<file path="config.mk">
export PLATFORM = sky130hd
export DESIGN_NAME = bba_fifo
export DESIGN_NICKNAME = d
export VERILOG_FILES = /design/src/bba_fifo.sv
export SDC_FILE = /design/constraint.sdc
export NUM_CORES = 1
export LEC_CHECK = 0
export ABC_AREA = 1
export BUFFER_PORTS_ARGS = -buffer_cell sky130_fd_sc_hd__buf_2
export CAP_MARGIN = 5
export CORE_MARGIN = 4
export CORE_UTILIZATION = 45
export CTS_CLUSTER_SIZE = 30
export DETAILED_ROUTE_END_ITERATION = 16
export PLACE_DENSITY = 0.7
export SYNTH_ARGS = -nofsm -noshare
export SYNTH_HDL_FRONTEND = slang
export SYNTH_SLANG_ARGS = --single-unit
</file>
<file path="constraint.sdc">
create_clock -name clk -period 1.4 [get_ports clk]
set_input_delay 0.28 -clock clk [delete_from_list [all_inputs] [get_ports clk]]
set_output_delay 0.28 -clock clk [all_outputs]
set_load 0.02 [all_outputs]
</file>
<file path="src/bba_fifo.sv">
module bba_fifo #(
  parameter int W = 8
) (
  input  logic         clk,
  input  logic         rst_n,
  input  logic         push,
  input  logic [W-1:0] push_data,
  output logic         full,
  input  logic         pop,
  output logic         not_empty,
  output logic [W-1:0] pop_data
);

  // Two-entry queue between classifier and sequencer.
  logic [W-1:0] mem_r [2];
  logic         wp_r, rp_r;
  logic [1:0]   cnt_r;

  assign full      = (cnt_r == 2'd2);
  assign not_empty = (cnt_r != 2'd0);
  assign pop_data  = mem_r[rp_r];

  always_ff @(posedge clk) begin
    if (push) begin
      mem_r[wp_r] <= push_data;
    end
  end

  always_ff @(posedge clk) begin
    if (!rst_n) begin
      wp_r  <= 1'b0;
      rp_r  <= 1'b0;
      cnt_r <= 2'd0;
    end else begin
      if (push) begin
        wp_r <= ~wp_r;
      end
      if (pop) begin
        rp_r <= ~rp_r;
      end
      if (push && !pop) begin
        cnt_r <= cnt_r + 2'd1;
      end else if (pop && !push) begin
        cnt_r <= cnt_r - 2'd1;
      end
    end
  end

endmodule

</file>
# ---- After elaboration in Yosys (flattened, before gate mapping)
# Memory sizes are Yosys's and may differ from the RTL's. A register that Yosys moved wholly into a read port is not among the register bits.
# Index checks and enable logic that the tools add are counted.
dict set report word_totals {
  reg_bits 4
  ram_bits 16
  elab_cells 21
  memories 1
}
# name depth width read_ports rd_ports_with_merged_regs write_ports line_no
set memory_table {}
lappend memory_table {mem_r 2 8 1 1 1 15} ;# logic [W-1:0] mem_r [2];
dict set report op_classes {
  n_addsub 2
  n_eq_ne 1
  mux 6
  bitwise_logic 2
  reduce_logical 6
}
# operator count
set ops {}
lappend ops {{1-bit 2-to-1 mux} 4}
lappend ops {{2-bit 2-to-1 mux} 2}
lappend ops {{2-bit nonzero test} 2}
lappend ops {{2-bit by 1-bit adder with 2-bit output, second input constant} 1}
lappend ops {{2-bit equality test, second input constant} 1}
lappend ops {{1-bit logical AND} 2}
lappend ops {{1-bit zero test} 2}
lappend ops {{1-bit inverter} 2}
lappend ops {{2-bit by 1-bit subtractor with 2-bit output, second input constant} 1}

# ---- Logic depth before layout (Yosys ltp)
dict set report logic_depth {
  ltp_word 4
  mapped_depth 8
  ltp_nobuf 8
}

# ---- Least setup slack after synthesis
# Ideal clock, no wire load.
dict set report synth_path {
  path_kind {reg2out}
  startpoint {reg (tool-made name)}
  endpoint {out pop_data[0]}
  t_arrival_ps 806
  required_time_ps 1120
  path_slack_ps 314
  stages_incl_launch_ff 3
  n_path_buf 1
  path_cell_list {dfxtp_1 > buf_6 > mux2_2}
}
# item line_no
set synth_lines {}
lappend synth_lines {{end, declared} 11} ;# output logic [W-1:0] pop_data

==> qor.yml <==
sta:
  max_freq_ghz: 0.667
  final_hold_viol_count: 0
  finalCriticalPeriod_ns: 1.50
  holdWs_ns: 0.162
  skew_ns: 0.00781
  drv_slew: 0
  final-setup-viol-count: 8
  post-route-period-util_pct: 107
  maxSlewHeadroom_pct: 76.6
  worst_pin_slew_ns: 0.351
  rsz0062_at_grt: "true"
  setup_slack_ns: -0.0990
  fin_tns_setup_ns: -0.699
hold_path:
  hp-class: "primary input to flop"
route:
  drtIter0Drc: 5
  finalWirelength_um: 1270
  drc: 0
  via_count: 502
  wl_per_cell_um: 11.8
  dr.pass1.iters: 2
  drtAntennaViolNets: 0
  viasPerCell: 4.65
global_routing:
  grt_antenna_before_repair: 0
  overflow: 0
  grt_pass1_vias: 514
  grt.total_usage_pct: 11.3
  grt_max_degree: 13
  grt_pass1_wl_um: 2130
power:
  peakVddDrop_v: 0.000597
  leakagePower_uw: 0.000466
  power_density_mw_per_mm2: 1190
  report.power.total_uw: 1250
clock_network:
  clk_latency_ns: 0.30
  clock-sinks: 21
  clock_path_buffers: 2
  clkSlewWorstSetupHoldPaths_ns: 0.12
  cts_buffers: 3
  postCtsSetupRepairBufs: 0
  root_buffer: "clkbuf_4"
  htree_levels: 1
  cts_tree: "done"
final_layout:
  layout_commonest_cell: "edfxtp_1"
  syn_to_final_growth_pct: 30.1
  layout_common_cells: "edfxtp_1, buf_2, inv_1, mux2_4, buf_6"
  design_area_mm2: 0.00105
  drive_above_1_share_pct: 44.6
  n_antenna_cell: 0
  nNetsFinal: 97
place:
  hpwl_um: 883
  gp_congestion: 0.684
  numPortBuffers: 21
  dpl-instance-area_um2: 943
critical_path:
  slowest_delay_ns: 0.46
  slowest_stage: "dfxtp_4"
  crit_chain: "mux2_4 -> buf_6"
  crit_fanout: 8
  endpoint_kind: "output pin"
  crit_path_start_kind: "flop"
  critPathArrivalTime_ns: 1.22
  critPathKind: "flop to output pin"
  worstPathRequired_ns: 1.12
synth:
  yosysWarningCount: 0
  synthCells: 58
  seq_area_frac_synth_pct: 71.6
  ys_ff_latch: 21
  syn_area_um2: 811
  synth_nets: 71
  ys_types: 16
  avgSynthCellArea_um2: 14.0
floorplan:
  design.portCount: 22
  die_w_um: 50.4
  initial_core_util_pct: 47.5
  dieArea_mm2: 0.00254
  die_h_um: 50.4
  core_area_mm2: 0.00171
  std_cell_rows: 15
job:
  drv_cap: 0
run_status:
  violations: "negative setup slack"
  status: "complete, but fails checks"
-- cell type report --
cell class	instances	area, um2
multi-input cells	27	215
fillers	144	653
inverters	9	33.8
clock inverters	1	5.00
clock buffers	3	22.5
well taps	25	31.3
repair buffers	22	163
flip-flops and latches	21	584
-- where the power goes --
part	switching [uW]	internal (uW)
Clock	174	106
Combinational	112	119
Sequential	26.6	713
Total	313	939
-- flip-flops by register name, summed over array words and instances, names as in the netlist, named ones only --
register / flops
cnt_r: 2
mem_r: 16
rp_r: 1
wp_r: 1
-- what timing repair did --
item / in CTS / in global routing
gates resized for setup: 26 / 0
hold buffers: 0 / 0
endpoints found under the setup margin: 8 / 8
-- cell families (layout without fill, tap and decap cells) --
| kind of cell | after synthesis | count (layout) | synth area share, % |
|---|---|---|---|
| compound gates | 2 | 2 | 1.23 |
| xor+xnor | 1 | 1 | 1.08 |
| fa+ha+maj | 1 | 1 | 1.54 |
| buf+inv | 10 | 35 | 5.56 |
| flops | 21 | 21 | 71.6 |
| mux | 8 | 8 | 11.1 |
| simple gates | 15 | 15 | 7.87 |
-- synthesized netlist by cell type --
master	count	area, um2
a21oi_1	1	5.00
buf_6	1	11.3
dfxtp_1	5	100
edfxtp_1	16	480
ha_1	1	12.5
inv_1	8	30.0
inv_2	1	3.75
mux2_2	8	90.1
nand2_1	5	18.8
nand2_2	1	6.26
nand3_1	1	5.00
nand4_1	1	6.26
nor2_1	6	22.5
nor3_1	1	5.00
o21ai_0	1	5.00
xnor2_1	1	8.76
-- path summary, 6_finish.rpt --
check	start	to	slack, ns	cells past startpoint
worst max-delay path	flop	pop_data[3]	-0.1	2
worst min-delay path	push_data[6]	mem_r[1][6]	0.16	1
worst max register to register	wp_r	mem_r[1][0]	0.37	2
worst min register to register	cnt_r[0]	cnt_r[0]	0.52	1
-- routing by layer --
layer  wire length [um]  vias to the layer above  track usage [%]
li1                   -                      245                -
met1                546                      240             13.1
met2                641                       15             19.3
met3                 69                        2             2.97
met4                 12                        0             5.38
met5                  0                        -                0
-- through the flow --
step	util [%]	instances	setup WS, ns
global route	61.8	108	-0.155
CTS	61.8	108	-0.100
floorplan	-	58	0.314
detailed placement	55.2	104	0.0715
global placement	55.2	104	0.0619
finish	61.8	108	-0.0990
-- critical path: cells and delay by family (launching register included) --
family   cells  cell delay [ns]
buf+inv      1             0.14
flops        1             0.46
mux          1             0.33
(Power assumes the default switching activity.)
