### config.mk
export PLATFORM = sky130hd
export DESIGN_NAME = bba_front
export DESIGN_NICKNAME = d
export VERILOG_FILES = /design/src/bba_pkg.sv /design/src/bba_front.sv
export SDC_FILE = /design/constraint.sdc
export NUM_CORES = 1
export LEC_CHECK = 0
export BUFFER_PORTS_ARGS = -buffer_cell sky130_fd_sc_hd__buf_2
export CAP_MARGIN = 20
export CELL_PAD_IN_SITES_DETAIL_PLACEMENT = 0
export CELL_PAD_IN_SITES_GLOBAL_PLACEMENT = 1
export CORE_ASPECT_RATIO = 1.75
export CORE_MARGIN = 3
export CORE_UTILIZATION = 18
export DETAILED_ROUTE_END_ITERATION = 8
export PLACE_DENSITY_LB_ADDON = 0.1
export SETUP_SLACK_MARGIN = 0.3
export SYNTH_ARGS = -nofsm -noshare
export SYNTH_HDL_FRONTEND = slang
export SYNTH_SLANG_ARGS = --single-unit
### constraint.sdc
create_clock -name vclk -period 2.35
set_input_delay 0.235 -clock vclk [all_inputs]
set_output_delay 0.235 -clock vclk [all_outputs]
set_load 0.1 [all_outputs]
### src/bba_pkg.sv
package bba_pkg;

  // Bitmap storage word: one bit per block, 32 blocks per word.
  localparam int WORD_BITS = 32;
  localparam int WORD_SHIFT = 5;

  typedef enum logic [3:0] {
    S_CLEAR,
    S_IDLE,
    S_CHECK,
    S_SCAN_RD,
    S_SCAN_CHK,
    S_SPLIT,
    S_ALLOC_FIN,
    S_FREE_LV,
    S_MERGE_RD,
    S_MERGE_CHK,
    S_EMIT
  } state_t;

  typedef enum logic [2:0] {
    ST_OK            = 3'd0,
    ST_TOO_LARGE     = 3'd1,
    ST_OVER_CAPACITY = 3'd2,
    ST_NO_BLOCK      = 3'd3,
    ST_NOT_ALLOCATED = 3'd4
  } status_t;

  // Classification of a request, decided by the front end.
  typedef struct packed {
    logic is_free;  // 1 = free request, 0 = allocate
    logic reject;   // alloc: size too large; free: address beyond the space
  } cls_t;

endpackage

### src/bba_front.sv
module bba_front #(
  parameter int LEAF_BLOCKS     = 1024,
  parameter int LEVELS          = 11,
  parameter int MIN_BLOCK_BYTES = 1024
) (
  input  logic                               command,
  input  logic [31:0]                        request_size,
  input  logic [19:0]                        block_address,
  output bba_pkg::cls_t                      cls,
  output logic [$clog2(LEVELS)-1:0]          want,
  output logic [$clog2(LEAF_BLOCKS)-1:0]     leaf
);

  localparam int LXW = $clog2(LEVELS);
  localparam int LIW = $clog2(LEAF_BLOCKS);
  localparam int MW  = $clog2(MIN_BLOCK_BYTES);

  logic [LEVELS-1:0] fits;
  logic [LXW-1:0]    want_lv;
  logic [63:0]       leaf_full;

  // Block size compare per level, all in parallel.
  always_comb begin
    for (int l = 0; l < LEVELS; l++) begin
      fits[l] = ({32'd0, request_size} <= (64'(MIN_BLOCK_BYTES) << l));
    end
  end

  // Lowest level that holds the request.
  always_comb begin
    want_lv = '0;
    for (int l = LEVELS - 1; l >= 0; l--) begin
      if (fits[l]) begin
        want_lv = LXW'(l);
      end
    end
  end

  assign leaf_full = {44'd0, block_address} >> MW;

  always_comb begin
    cls.is_free = command;
    if (command) begin
      cls.reject = (leaf_full >= 64'(LEAF_BLOCKS));
      want       = '0;
    end else begin
      cls.reject = !fits[LEVELS-1];
      want       = want_lv;
    end
    leaf = leaf_full[LIW-1:0];
  end

endmodule

# == Word level (Yosys, flattened, before mapping) ==
# Index checks and enable logic that the tools add are counted.
# op_classes
n_reduce_logical,1
n_mux,13
n_lt_le_gt_ge,12
# op_table
cell,count
$mux 4,12
$le 32x11->1 const B,1
$le 32x12->1 const B,1
$le 32x13->1 const B,1
$le 32x14->1 const B,1
$le 32x15->1 const B,1
$le 32x16->1 const B,1
$le 32x17->1 const B,1
$le 32x18->1 const B,1
$le 32x19->1 const B,1
$le 32x20->1 const B,1
$le 32x21->1 const B,1
$ge 10x11->1 const B,1
$logic_not 1->1,1
$mux 1,1
# totals
register_bits,0

# == Longest topological paths before layout ==
# depth
depth_word,13
mapped_depth,6
depth_no_buf,6

# == Worst setup path before layout ==
# OpenSTA, ideal clock, no wires.
# synth_path
path_kind,input-to-output
start,input port request_size[6]
end,output port want[2]
stages,5
t_arrival_ns,3.381
path_slack_ns,-1.266
cell_sequence,nor4_2 nand4_4 o31ai_1 nand2_1 a211oi_1
# synth_between
elab_chain_cells,12
elab_cells_between_ends,21
classes_between,10 x order compare; 11 x mux
# synth_rtl
item,line,source
"start, declared",bba_front.sv:7,"input logic [31:0] request_size,"
$le 32x20->1,bba_front.sv:25,"fits[l] = ({32'd0, request_size} <= (64'(MIN_BLOCK_BYTES) << l));"
$mux 4 (9 in a row),bba_front.sv:33,if (fits[l]) begin
$mux 4 (*),bba_front.sv:33,
$mux 4 (*),bba_front.sv:43,if (command) begin
"end, declared",bba_front.sv:10,"output logic [$clog2(LEVELS)-1:0] want,"
# Mark *: on every way between the ends. The rest lies on a longest branch, timed or not.

# == Worst setup path in the final report ==
# layout_path
start,input port request_size[14]
end,output port want[0]
# Same word-level chain as after synthesis.

==> impl_metrics.py <==
metrics = {
    "die": {
        "die_x_microns": 44.0,
        "initial_core_util_pct": 19.2,
        "die_h_microns": 72.5,
        "core_sq_mm": 0.00236,
        "io_pins": 69,
        "die-area_sq_mm": 0.00319,
        "rows": 23,
    },
    "setup_path": {
        "cp_data_required_time_ns": 2.12,
        "crit_buf_inv": 2,
        "critPathMaxStageDelay_ns": 0.37,
        "cp_slowest_cell": "or3_4",
        "worstSetupPathType": "in2out",
        "cp_cell_sequence": "buf_6, or3_4, or3_4, nor3_4, a21oi_1, o32a_1, nor3_4, buf_12",
        "cp_top_family": "simple AND/OR/NAND/NOR gates",
        "cp-start-kind": "input pin",
        "endpoint_kind": "output pin",
        "cp.arrival_ns": 2.01,
        "path_max_fanout": 3,
    },
    "place": {
        "post-place-ws_ns": 0.0408,
        "port_buffers": 39,
        "place_area_sq_um": 766,
        "place_congestion": 0.678,
        "hpwl_microns": 1310,
    },
    "timing": {
        "slew_viol_final": 0,
        "final.period_utilization_pct": 95.5,
        "finalSetupViolations": 0,
        "rsz0062_at_grt": "true",
        "min_period_ns": 2.24,
        "max_freq_ghz": 0.446,
        "worst_slack_ns": 0.106,
        "tns_ns": 0,
        "worst_pin_slew_ns": 0.486,
        "final_hold_viol_count": 0,
        "slew_headroom_pct": 67.8,
    },
    "global_routing": {
        "grt_use_total_pct": 9.14,
        "first_global_vias": 590,
        "antenna_found_initial": 0,
        "grt_pass1_wl_microns": 2390,
        "grt_max_degree": 9,
        "globalRoute.totalOverflow": 0,
    },
    "yosys": {
        "synth_cell_types": 32,
        "avgSynthCellArea_sq_um": 7.45,
        "syn-num-nets": 114,
        "seq_area_frac_synth_pct": 0,
        "synth_cells": 61,
        "syn_area_sq_um": 454,
        "synth_warnings": 0,
    },
    "final_layout": {
        "antennaDiodeCount": 0,
        "clkbuf_count": 0,
        "sequential_cell_total": 0,
        "final_common_cell": "buf_2",
        "nFillCells": 263,
        "multi_input_area_sq_um": 477,
        "post-route-cell-area_sq_um": 872,
        "fin_nets": 153,
        "drive_above_1_share_pct": 70.4,
        "layout_common_cells": "buf_2 (31), buf_4 (10), nor2_1 (5), buf_12 (5)",
        "final_util_pct": 37.0,
        "area_growth_pct": 92.0,
        "register_area_sq_um": 0,
    },
    "outcome": {
        "status": "completed",
    },
    "power_and_ir_drop": {
        "pwr-share-comb_pct": 100.0,
        "p_sw_w": 0.0000527,
        "power_w": 0.0000969,
        "netSwitchingFraction_pct": 54.4,
        "clkPwrFrac_pct": 0,
        "seqPwrFrac_pct": 0,
        "leakage_nw": 0.358,
        "ir_worst_vdd_uv": 46.5,
        "power.internal_w": 0.0000442,
        "power.density_mw_per_mm2": 111,
    },
    "run": {
        "max_cap_viol_count": 0,
    },
    "route": {
        "drcViolationCount": 0,
        "dr_wl_met2_microns": 836,
        "viasPerCell": 4.91,
        "met3WireLength_microns": 141,
        "dr.pass1.iters": 2,
        "avgRoutedWirePerCell_microns": 12.0,
        "ant_nets": 0,
        "routed_wl_microns": 1480,
        "drt_iter0_drc": 3,
        "maxUsedRoutingLayer": "met3",
        "met1_length_microns": 500,
        "via_count": 604,
    },
    "clock_tree": {
        "holdBufCountCts": 0,
    },
    "min_path": {
        "min_path_type": "in2out",
    },
}
## synth_stat cells, drive strengths merged, types with 2 or more instances
cell type,instances,area [sq um]
inv,2,7.51
a211oi,3,27.5
nor2,7,26.3
o21ai,2,10.0
nor4,5,43.8
nand3,2,10.0
nand2,2,7.51
a21o,2,16.3
o21a,2,15.0
nor3,4,36.3
or3,2,22.5
buf,11,82.6
a21oi,2,10.0
o31ai,2,15.0
## repair_timing
action,4_1_cts,5_1_grt
setup buffers,2,1
endpoints found under the setup margin,5,5
pin swaps,2,6
gates resized for setup,9,11
## cell type report
class / count / area share (%)
inverters: 2 / 0.861
multi-input cells: 48 / 54.7
well taps: 25 / 3.59
repair buffers: 48 / 40.9
## path summary, 6_finish.rpt
path  slack [ns]  depth (start not counted)         startpoint  endpoint
max         0.11                          8   request_size[14]   want[0]
min         0.47                          0  block_address[14]   leaf[4]
## layer usage
metal | vias up | global-route usage, %
met1 | 277 | 9.81
met5 | - | 0
met2 | 30 | 19.0
met3 | 0 | 0.993
li1 | 297 | -
met4 | 0 | 0
## power by group through the flow
stage	registers, W	clock network (W)	logic (W)
4_1_cts	0	0	0.0000929
3_5_place_dp	0	0	0.0000860
3_3_place_gp	0	0	0.0000849
2_1_floorplan	0	0	0.000117
5_1_grt	0	0	0.000105
6_report	0	0	0.0000969
## through the flow
step	cells	hold WS, ns
after floorplan	61	0.577
after global placement	120	0.471
after detailed placement	120	0.471
after CTS	122	0.471
after global routing	123	0.471
final	123	0.470
## cell families after synthesis
| logic type | after synthesis | share of synthesized area, % |
|---|---|---|
| AND/OR/NAND/NOR | 29 | 46.8 |
| AO/OA/AOI/OAI | 17 | 28.6 |
| multiplexers | 2 | 4.68 |
| buffers and inverters | 13 | 19.8 |
No activity file was read; power rests on OpenSTA's default activity.
